## src/rtl/bpb_pkg.sv

```systemverilog
// shared types, codes and reset values for the battery protect and balance controller
// no dependencies; used by every module of the block
package bpb_pkg;

    localparam int MAX_SLOTS     = 9;
    localparam int NUM_CELLS_DEF = 9;
    localparam int SLOT_W        = $clog2(MAX_SLOTS);
    localparam int MV_W          = 13;
    localparam int CUR_W         = 16;
    localparam int TEMP_W        = 12;
    localparam int CFG_IDX_W     = 3;
    localparam int CFG_DATA_W    = 16;

    // item modes
    localparam logic [1:0] MODE_SAMPLE_ON  = 2'd0;
    localparam logic [1:0] MODE_SAMPLE_OFF = 2'd1;
    localparam logic [1:0] MODE_TIMEOUT    = 2'd2;
    localparam logic [1:0] MODE_BALANCE    = 2'd3;

    // register indexes
    localparam logic [CFG_IDX_W-1:0] REG_OV_SET   = 3'd0;
    localparam logic [CFG_IDX_W-1:0] REG_OV_CLEAR = 3'd1;
    localparam logic [CFG_IDX_W-1:0] REG_UV_SET   = 3'd2;
    localparam logic [CFG_IDX_W-1:0] REG_UV_CLEAR = 3'd3;
    localparam logic [CFG_IDX_W-1:0] REG_OC_LIMIT = 3'd4;
    localparam logic [CFG_IDX_W-1:0] REG_OT_LIMIT = 3'd5;
    localparam logic [CFG_IDX_W-1:0] REG_UT_LIMIT = 3'd6;
    localparam logic [CFG_IDX_W-1:0] REG_BAL_GAP  = 3'd7;

    // mosfet commands
    localparam logic [2:0] MOS_NONE       = 3'd0;
    localparam logic [2:0] MOS_CLOSE_BOTH = 3'd1;
    localparam logic [2:0] MOS_CLOSE_CHG  = 3'd2;
    localparam logic [2:0] MOS_CLOSE_DSG  = 3'd3;
    localparam logic [2:0] MOS_OPEN_BOTH  = 3'd4;

    // balance commands
    localparam logic [1:0] BAL_NONE  = 2'd0;
    localparam logic [1:0] BAL_STOP  = 2'd1;
    localparam logic [1:0] BAL_START = 2'd2;

    typedef logic [MV_W-1:0] mv_t;

    typedef struct packed {
        mv_t                      ov_set;
        mv_t                      ov_clear;
        mv_t                      uv_set;
        mv_t                      uv_clear;
        logic signed [CUR_W-1:0]  oc_limit;
        logic signed [TEMP_W-1:0] ot_limit;
        logic signed [TEMP_W-1:0] ut_limit;
        mv_t                      bal_gap;
    } cfg_t;

    localparam cfg_t CFG_RESET = '{
        ov_set:   13'd4200,
        ov_clear: 13'd4100,
        uv_set:   13'd2800,
        uv_clear: 13'd3000,
        oc_limit: 16'sd2000,
        ot_limit: 12'sd600,
        ut_limit: 12'sd0,
        bal_gap:  13'd50
    };

    typedef struct packed {
        logic [1:0]               mode;
        mv_t [MAX_SLOTS-1:0]      cell_mv;
        logic signed [CUR_W-1:0]  cur;
        logic signed [TEMP_W-1:0] temp;
    } item_t;

    typedef struct packed {
        logic ov;
        logic uv;
        logic oc;
        logic ot;
        logic ut;
    } flags_t;

    typedef struct packed {
        logic [2:0] mos;
        logic       clr;
        logic [1:0] bal;
        logic [3:0] bcell;
        flags_t     flags;
    } res_t;

    // monitor slot to physical cell number
    function automatic logic [3:0] phys_cell(input logic [SLOT_W-1:0] slot);
        logic [3:0] num;
        case (slot)
            4'd0:    num = 4'd0;
            4'd1:    num = 4'd1;
            4'd2:    num = 4'd4;
            4'd3:    num = 4'd5;
            4'd4:    num = 4'd6;
            4'd5:    num = 4'd9;
            4'd6:    num = 4'd10;
            4'd7:    num = 4'd11;
            4'd8:    num = 4'd14;
            default: num = 4'd0;
        endcase
        return num;
    endfunction

endpackage

```

## src/rtl/battery_protect_balance_controller_unit.sv

```systemverilog
// battery protect and balance controller: input register, one evaluation pass, result register
// an accepted input beat passes through the input register, then the result register, to the output
// throughput: one item per cycle; input stays ready while the result register can drain
// fault flags update as an item moves into the result register, so the next item sees them
// reset: flags clear, thresholds take their defaults, both stages empty
// depends on bpb_pkg and bpb_eval
module battery_protect_balance_controller_unit #(
    parameter int NUM_CELLS = bpb_pkg::NUM_CELLS_DEF
) (
    input  logic                                   clk,
    input  logic                                   rst_n,
    input  logic                                   cfg_valid,
    output logic                                   cfg_ready,
    input  logic [bpb_pkg::CFG_IDX_W-1:0]          cfg_index,
    input  logic [bpb_pkg::CFG_DATA_W-1:0]         cfg_data,
    input  logic                                   in_valid,
    output logic                                   in_ready,
    input  logic [1:0]                             mode,
    input  logic [bpb_pkg::MV_W-1:0]               cell_mv_0,
    input  logic [bpb_pkg::MV_W-1:0]               cell_mv_1,
    input  logic [bpb_pkg::MV_W-1:0]               cell_mv_2,
    input  logic [bpb_pkg::MV_W-1:0]               cell_mv_3,
    input  logic [bpb_pkg::MV_W-1:0]               cell_mv_4,
    input  logic [bpb_pkg::MV_W-1:0]               cell_mv_5,
    input  logic [bpb_pkg::MV_W-1:0]               cell_mv_6,
    input  logic [bpb_pkg::MV_W-1:0]               cell_mv_7,
    input  logic [bpb_pkg::MV_W-1:0]               cell_mv_8,
    input  logic signed [bpb_pkg::CUR_W-1:0]       pack_current_ma,
    input  logic signed [bpb_pkg::TEMP_W-1:0]      temp_dc,
    output logic                                   out_valid,
    input  logic                                   out_ready,
    output logic [2:0]                             mos_action,
    output logic                                   clear_status,
    output logic [1:0]                             balance_action,
    output logic [3:0]                             balance_cell,
    output logic                                   ov_flag,
    output logic                                   uv_flag,
    output logic                                   oc_flag,
    output logic                                   ot_flag,
    output logic                                   ut_flag
);

    bpb_pkg::cfg_t   cfg_reg;
    bpb_pkg::item_t  item_reg;
    bpb_pkg::item_t  item_next;
    logic            item_valid_reg;
    bpb_pkg::flags_t flags_reg;
    bpb_pkg::flags_t flags_next;
    bpb_pkg::res_t   res_reg;
    bpb_pkg::res_t   res_next;
    logic            out_valid_reg;
    logic            out_free;
    logic            advance;

    assign cfg_ready = 1'b1;

    always_ff @(posedge clk or negedge rst_n)
    begin
        if (!rst_n)
            cfg_reg <= bpb_pkg::CFG_RESET;
        else if (cfg_valid && cfg_ready)
        begin
            case (cfg_index)
                bpb_pkg::REG_OV_SET:   cfg_reg.ov_set   <= cfg_data[bpb_pkg::MV_W-1:0];
                bpb_pkg::REG_OV_CLEAR: cfg_reg.ov_clear <= cfg_data[bpb_pkg::MV_W-1:0];
                bpb_pkg::REG_UV_SET:   cfg_reg.uv_set   <= cfg_data[bpb_pkg::MV_W-1:0];
                bpb_pkg::REG_UV_CLEAR: cfg_reg.uv_clear <= cfg_data[bpb_pkg::MV_W-1:0];
                bpb_pkg::REG_OC_LIMIT: cfg_reg.oc_limit <= cfg_data[bpb_pkg::CUR_W-1:0];
                bpb_pkg::REG_OT_LIMIT: cfg_reg.ot_limit <= cfg_data[bpb_pkg::TEMP_W-1:0];
                bpb_pkg::REG_UT_LIMIT: cfg_reg.ut_limit <= cfg_data[bpb_pkg::TEMP_W-1:0];
                bpb_pkg::REG_BAL_GAP:  cfg_reg.bal_gap  <= cfg_data[bpb_pkg::MV_W-1:0];
                default: ;
            endcase
        end
    end

    // input stage
    assign out_free = !out_valid_reg || out_ready;
    assign advance  = item_valid_reg && out_free;
    assign in_ready = !item_valid_reg || out_free;

    always_comb
    begin
        item_next.mode       = mode;
        item_next.cell_mv[0] = cell_mv_0;
        item_next.cell_mv[1] = cell_mv_1;
        item_next.cell_mv[2] = cell_mv_2;
        item_next.cell_mv[3] = cell_mv_3;
        item_next.cell_mv[4] = cell_mv_4;
        item_next.cell_mv[5] = cell_mv_5;
        item_next.cell_mv[6] = cell_mv_6;
        item_next.cell_mv[7] = cell_mv_7;
        item_next.cell_mv[8] = cell_mv_8;
        item_next.cur        = pack_current_ma;
        item_next.temp       = temp_dc;
    end

    always_ff @(posedge clk or negedge rst_n)
    begin
        if (!rst_n)
            item_valid_reg <= 1'b0;
        else if (in_ready)
            item_valid_reg <= in_valid;
    end

    always_ff @(posedge clk)
    begin
        if (in_valid && in_ready)
            item_reg <= item_next;
    end

    bpb_eval #(
        .NUM_CELLS (NUM_CELLS)
    ) u_eval (
        .item       (item_reg),
        .cfg        (cfg_reg),
        .flags      (flags_reg),
        .flags_next (flags_next),
        .res        (res_next)
    );

    // result stage and fault state
    always_ff @(posedge clk or negedge rst_n)
    begin
        if (!rst_n)
        begin
            out_valid_reg <= 1'b0;
            flags_reg     <= '0;
        end
        else
        begin
            if (out_free)
                out_valid_reg <= item_valid_reg;
            if (advance)
                flags_reg <= flags_next;
        end
    end

    always_ff @(posedge clk)
    begin
        if (advance)
            res_reg <= res_next;
    end

    assign out_valid      = out_valid_reg;
    assign mos_action     = res_reg.mos;
    assign clear_status   = res_reg.clr;
    assign balance_action = res_reg.bal;
    assign balance_cell   = res_reg.bcell;
    assign ov_flag        = res_reg.flags.ov;
    assign uv_flag        = res_reg.flags.uv;
    assign oc_flag        = res_reg.flags.oc;
    assign ot_flag        = res_reg.flags.ot;
    assign ut_flag        = res_reg.flags.ut;

endmodule

```

## src/rtl/bpb_eval.sv

```systemverilog
// one-pass evaluation of a snapshot: fault flag update, mosfet and balance decision
// depends on bpb_pkg
module bpb_eval #(
    parameter int NUM_CELLS = bpb_pkg::NUM_CELLS_DEF
) (
    input  bpb_pkg::item_t  item,
    input  bpb_pkg::cfg_t   cfg,
    input  bpb_pkg::flags_t flags,
    output bpb_pkg::flags_t flags_next,
    output bpb_pkg::res_t   res
);

    localparam int SLOTS_USED = (NUM_CELLS > bpb_pkg::MAX_SLOTS) ? bpb_pkg::MAX_SLOTS
                                                                 : NUM_CELLS;

    logic                       ov_hit, ov_ok, uv_hit, uv_ok;
    logic                       oc_hit, ot_hit, ut_hit;
    logic                       is_sample;
    logic                       changed, any_now, any_old;
    bpb_pkg::flags_t            upd;
    bpb_pkg::flags_t            chg;
    bpb_pkg::mv_t               mx, mn, spread;
    logic [bpb_pkg::SLOT_W-1:0] mi;

    // raise when clear, else drop when set and the clear condition holds
    function automatic logic [1:0] step_flag(input logic f, input logic raise,
                                             input logic clr);
        logic [1:0] r;
        if (raise && !f)
            r = 2'b11;
        else if (f && clr)
            r = 2'b10;
        else
            r = {1'b0, f};
        return r;
    endfunction

    always_comb
    begin
        ov_hit = 1'b0;
        ov_ok  = 1'b1;
        uv_hit = 1'b0;
        uv_ok  = 1'b1;
        for (int i = 0; i < SLOTS_USED; i++)
        begin
            if (item.cell_mv[i] > cfg.ov_set)
                ov_hit = 1'b1;
            if (item.cell_mv[i] >= cfg.ov_clear)
                ov_ok = 1'b0;
            if (item.cell_mv[i] < cfg.uv_set)
                uv_hit = 1'b1;
            if (item.cell_mv[i] <= cfg.uv_clear)
                uv_ok = 1'b0;
        end
    end

    assign oc_hit = $signed(item.cur) > $signed(cfg.oc_limit);
    assign ot_hit = $signed(item.temp) > $signed(cfg.ot_limit);
    assign ut_hit = $signed(item.temp) < $signed(cfg.ut_limit);

    assign {chg.ov, upd.ov} = step_flag(flags.ov, ov_hit, ov_ok);
    assign {chg.uv, upd.uv} = step_flag(flags.uv, uv_hit, uv_ok);
    assign {chg.oc, upd.oc} = step_flag(flags.oc, oc_hit, !oc_hit);
    assign {chg.ot, upd.ot} = step_flag(flags.ot, ot_hit, !ot_hit);
    assign {chg.ut, upd.ut} = step_flag(flags.ut, ut_hit, !ut_hit);

    assign is_sample = (item.mode == bpb_pkg::MODE_SAMPLE_ON) ||
                       (item.mode == bpb_pkg::MODE_SAMPLE_OFF);
    assign changed   = |chg;
    assign any_now   = |upd;
    assign any_old   = |flags;

    assign flags_next = is_sample ? upd : flags;

    // spread and first slot holding the maximum
    always_comb
    begin
        mx = item.cell_mv[0];
        mn = item.cell_mv[0];
        mi = '0;
        for (int i = 1; i < SLOTS_USED; i++)
        begin
            if (item.cell_mv[i] < mn)
                mn = item.cell_mv[i];
            if (item.cell_mv[i] > mx)
            begin
                mx = item.cell_mv[i];
                mi = bpb_pkg::SLOT_W'(i);
            end
        end
    end

    assign spread = mx - mn;

    always_comb
    begin
        res       = '0;
        res.flags = flags_next;
        case (item.mode)
            bpb_pkg::MODE_SAMPLE_ON,
            bpb_pkg::MODE_SAMPLE_OFF:
            begin
                res.clr = 1'b1;
                if (changed)
                begin
                    if (upd.oc || upd.ot || upd.ut)
                        res.mos = bpb_pkg::MOS_CLOSE_BOTH;
                    else if (upd.ov && upd.uv)
                        res.mos = bpb_pkg::MOS_CLOSE_BOTH;
                    else if (upd.ov)
                        res.mos = bpb_pkg::MOS_CLOSE_CHG;
                    else if (upd.uv)
                        res.mos = bpb_pkg::MOS_CLOSE_DSG;
                    else
                        res.mos = bpb_pkg::MOS_OPEN_BOTH;
                end
                else if (!any_now && item.mode == bpb_pkg::MODE_SAMPLE_OFF)
                begin
                    res.mos = bpb_pkg::MOS_OPEN_BOTH;
                end
            end
            bpb_pkg::MODE_TIMEOUT:
            begin
                res.mos = bpb_pkg::MOS_CLOSE_BOTH;
                res.clr = 1'b1;
            end
            default:
            begin
                if (any_old)
                    res.bal = bpb_pkg::BAL_STOP;
                else if (spread > cfg.bal_gap)
                begin
                    res.bal   = bpb_pkg::BAL_START;
                    res.bcell = bpb_pkg::phys_cell(mi);
                end
                else
                    res.bal = bpb_pkg::BAL_STOP;
            end
        endcase
    end

endmodule

```

## config.mk

```make
export PLATFORM = sky130hd
export DESIGN_NAME = battery_protect_balance_controller_unit
export DESIGN_NICKNAME = d
export VERILOG_FILES = /design/src/rtl/bpb_pkg.sv /design/src/rtl/battery_protect_balance_controller_unit.sv /design/src/rtl/bpb_eval.sv
export SDC_FILE = /design/constraint.sdc
export NUM_CORES = 1
export LEC_CHECK = 0
export BUFFER_PORTS_ARGS = -buffer_cell sky130_fd_sc_hd__clkbuf_2
export CAP_MARGIN = 5
export CORE_UTILIZATION = 50
export CTS_BUF_LIST = sky130_fd_sc_hd__clkbuf_4 sky130_fd_sc_hd__clkbuf_8
export CTS_CLUSTER_SIZE = 30
export DETAILED_ROUTE_END_ITERATION = 16
export GPL_TIMING_DRIVEN = 0
export PLACE_DENSITY_LB_ADDON = 0.25
export SLEW_MARGIN = 10
export SYNTH_ARGS = -nofsm -noshare
export SYNTH_HDL_FRONTEND = slang
export SYNTH_SLANG_ARGS = --single-unit
```

## constraint.sdc

```tcl
create_clock -name clk -period 30.3 [get_ports clk]
set_clock_uncertainty 0.1 [all_clocks]
set_input_delay 1.515 -clock clk [delete_from_list [all_inputs] [get_ports clk]]
set_output_delay 1.515 -clock clk [all_outputs]
set_load 0.01 [all_outputs]
```

==> impl_metrics.json <==
{
  "status": "finished, final reports clean",
  "portBuffers": 185,
  "ys_seq_area_frac": 0.269,
  "numCtsBuffers": 47,
  "crit_path_end_kind": "flop",
  "period_minus_slack_ps": 26490,
  "drive_gt1_frac": 0.147,
  "cts_tree": "built",
  "synthFlopType": "edfxtp_1",
  "post_cts_buffers": 0,
  "antenna_found_initial": 2,
  "critPathKind": "reg2reg",
  "powerDensity_nw_per_um2": 86.3,
  "slew_viol_final": 0,
  "max_slew_margin": 0.257,
  "mostFrequentLayoutCells": "ha_1, inv_1, a21o_1",
  "place_congestion": 0.980,
  "syn_area_per_cell_um2": 9.70,
  "synth_nets": 3839,
  "total_leakage_power_nw": 15.8,
  "cp.required_ps": 30610,
  "setup_violations": 0,
  "post-route-period-util": 0.874,
  "drtIter0Drc": 1787,
  "wirelength_mm": 99.4,
  "cts_sinks": 274,
  "drt-wirelength-per-cell_um": 24.9,
  "worst_pin_slew_ps": 1090,
  "ys_warn_count": 0,
  "crit_top_cell": "a21o_1",
  "vdd_drop_max_uv": 93.9,
  "async_reset_ff_frac": 0.409,
  "final_cell_area_um2": 31600,
  "synth_area_um2": 28600,
  "ys_types": 90,
  "hold_violations": 0,
  "h-tree-depth": 2,
  "final_common_cell": "ha_1",
  "rows": 87,
  "cp_max_fo": 10,
  "max_freq_mhz": 37.7,
  "path_clk_slew_ps": 60,
  "m1WireLength_mm": 42.1,
  "routed.top_layer": "met5",
  "grt_max_degree": 69,
  "holdPathStages": 1,
  "die_w_um": 241,
  "vias": 24542,
  "die_area_um2": 58300,
  "ff2ff_path_depth": 121,
  "route.detailed.drc": 0,
  "worst-path-buf-inv": 18,
  "grt_pass1_wl_mm": 147,
  "grt_pass1_vias": 24362,
  "post-dp-hpwl_mm": 75.1,
  "clock_latency_ps": 700,
  "synthCells": 2953,
  "die_h_um": 241,
  "clockBufferDepth": 3,
  "dr.pass1.iters": 6,
  "ctsRootBufferMaster": "clkbuf_8",
  "hold_buffers": 0,
  "cp.depth": 121,
  "crit_family": "compound AO/OA/AOI/OAI gates",
  "maxCapViolations": 0,
  "wl_met3_mm": 6.56,
  "track_usage": 0.341,
  "start_util": 0.507,
  "crit_path_top_delay_cell": "edfxtp_1",
  "ant_nets": 0,
  "core_um2": 56500,
  "holdCritStartpoint": "item_valid_reg",
  "cp-start-kind": "flop",
  "place_area_um2": 30600,
  "overflow": 0,
  "synth-edff-count": 162,
  "antennaDiodeCount": 0,
  "drt-vias-per-instance": 6.16,
  "syn_to_final_growth_pct": 10.4,
  "cts-resized-gates": 0,
  "min_path_type": "reg2reg",
  "largest_reg_flops": 147,
  "route.met2.wl_mm": 44.6,
  "crit_start": "item_reg[35]",
  "max_stage_delay_ps": 780,
  "nNetsFinal": 4076,
  "io_pins": 189,
  "rr_startpoint": "item_reg[35]",
  "arrival_ps": 26800,
  "finalSetupTns_ps": 0,
  "ys_ff_latch": 274,
  "rsz0062_at_grt": "false"
}
==> cell families after synthesis <==
family          after synthesis  share of synthesized area
buf+inv                     323                     0.0430
fa+ha+maj                   719                      0.314
simple gates                634                      0.118
flops                       274                      0.269
other cells                   1                   0.000131
mux                         197                     0.0752
compound gates              783                      0.174
xor+xnor                     22                    0.00673
==> layout make-up <==
cell class	instances	area (um^2)
fill	5021	24900
multi-input combinational	2356	19700
sequential	274	7710
inverter	280	1050
timing repair buffer	188	1020
tap	756	946
clock buffer	67	853
buffer	43	181
clock inverter	20	160
==> cell usage after synthesis (4+ instances only) <==
cell,n,area share
o21ai_0,184,0.032
o31ai_1,6,0.0016
nor3_1,27,0.0047
nand2_1,133,0.017
or2_2,6,0.0013
xor2_1,10,0.0031
o21bai_1,6,0.0016
mux2i_1,64,0.022
and3_1,6,0.0013
o21ai_1,8,0.0014
o211ai_1,11,0.0029
o21a_1,68,0.018
a22oi_1,4,0.0010
dfstp_2,32,0.029
nand2b_1,76,0.017
nand3_1,50,0.0087
edfxtp_1,162,0.17
buf_4,4,0.0010
o22ai_1,9,0.0020
nor2b_1,75,0.016
a21o_1,231,0.061
a31oi_1,5,0.0011
and4_1,5,0.0015
ha_1,714,0.31
and2_1,5,0.0011
nor2_1,95,0.012
or3_1,4,0.00087
clkbuf_1,31,0.0041
buf_1,4,0.00052
dfrtp_1,80,0.070
inv_1,279,0.037
nor3b_1,5,0.0013
a21oi_1,196,0.034
a211oi_1,13,0.0034
mux2_2,130,0.051
nand4_1,91,0.020
or4_1,5,0.0013
xnor2_1,12,0.0037
nor4_1,38,0.0083
==> routing by layer <==
metal,up-vias,GRT usage
met5,-,0
met4,4,0.194
met3,284,0.0521
met2,958,0.554
met1,11815,0.432
li1,11481,-
==> report_power, final <==
| part | switching, mW | leakage (nW) | internal [mW] | total (mW) |
|---|---|---|---|---|
| sequential | 0.0631 | 2.86 | 0.455 | 0.519 |
| combinational | 1.06 | 12.4 | 0.784 | 1.85 |
| clock | 0.168 | 0.533 | 0.194 | 0.362 |
| total | 1.29 | 15.8 | 1.43 | 2.73 |
==> through the flow <==
| step | utilization | instances | hold WS (ps) | setup WS [ps] | total power, mW |
|---|---|---|---|---|---|
| floorplan | - | 2953 | 357 | 8800 | 1.82 |
| global placement | 0.540 | 3894 | 373 | 4690 | 2.27 |
| global route | 0.560 | 3984 | 416 | 1990 | 2.96 |
| CTS | 0.560 | 3984 | 402 | 4140 | 2.71 |
| detailed placement | 0.542 | 3897 | 383 | 4390 | 2.33 |
| finish | 0.560 | 3984 | 395 | 3810 | 2.73 |
==> final timing paths <==
path	endpoint	slack (ps)
max	balance_cell[0]	3810
min	out_valid	400
max reg2reg	balance_cell[0]	3810
min reg2reg	out_valid	400
max in group asynchronous	cfg_reg[98]	28710
min in group asynchronous	cfg_reg[49]	660
No activity file was read; power rests on OpenSTA's default activity.
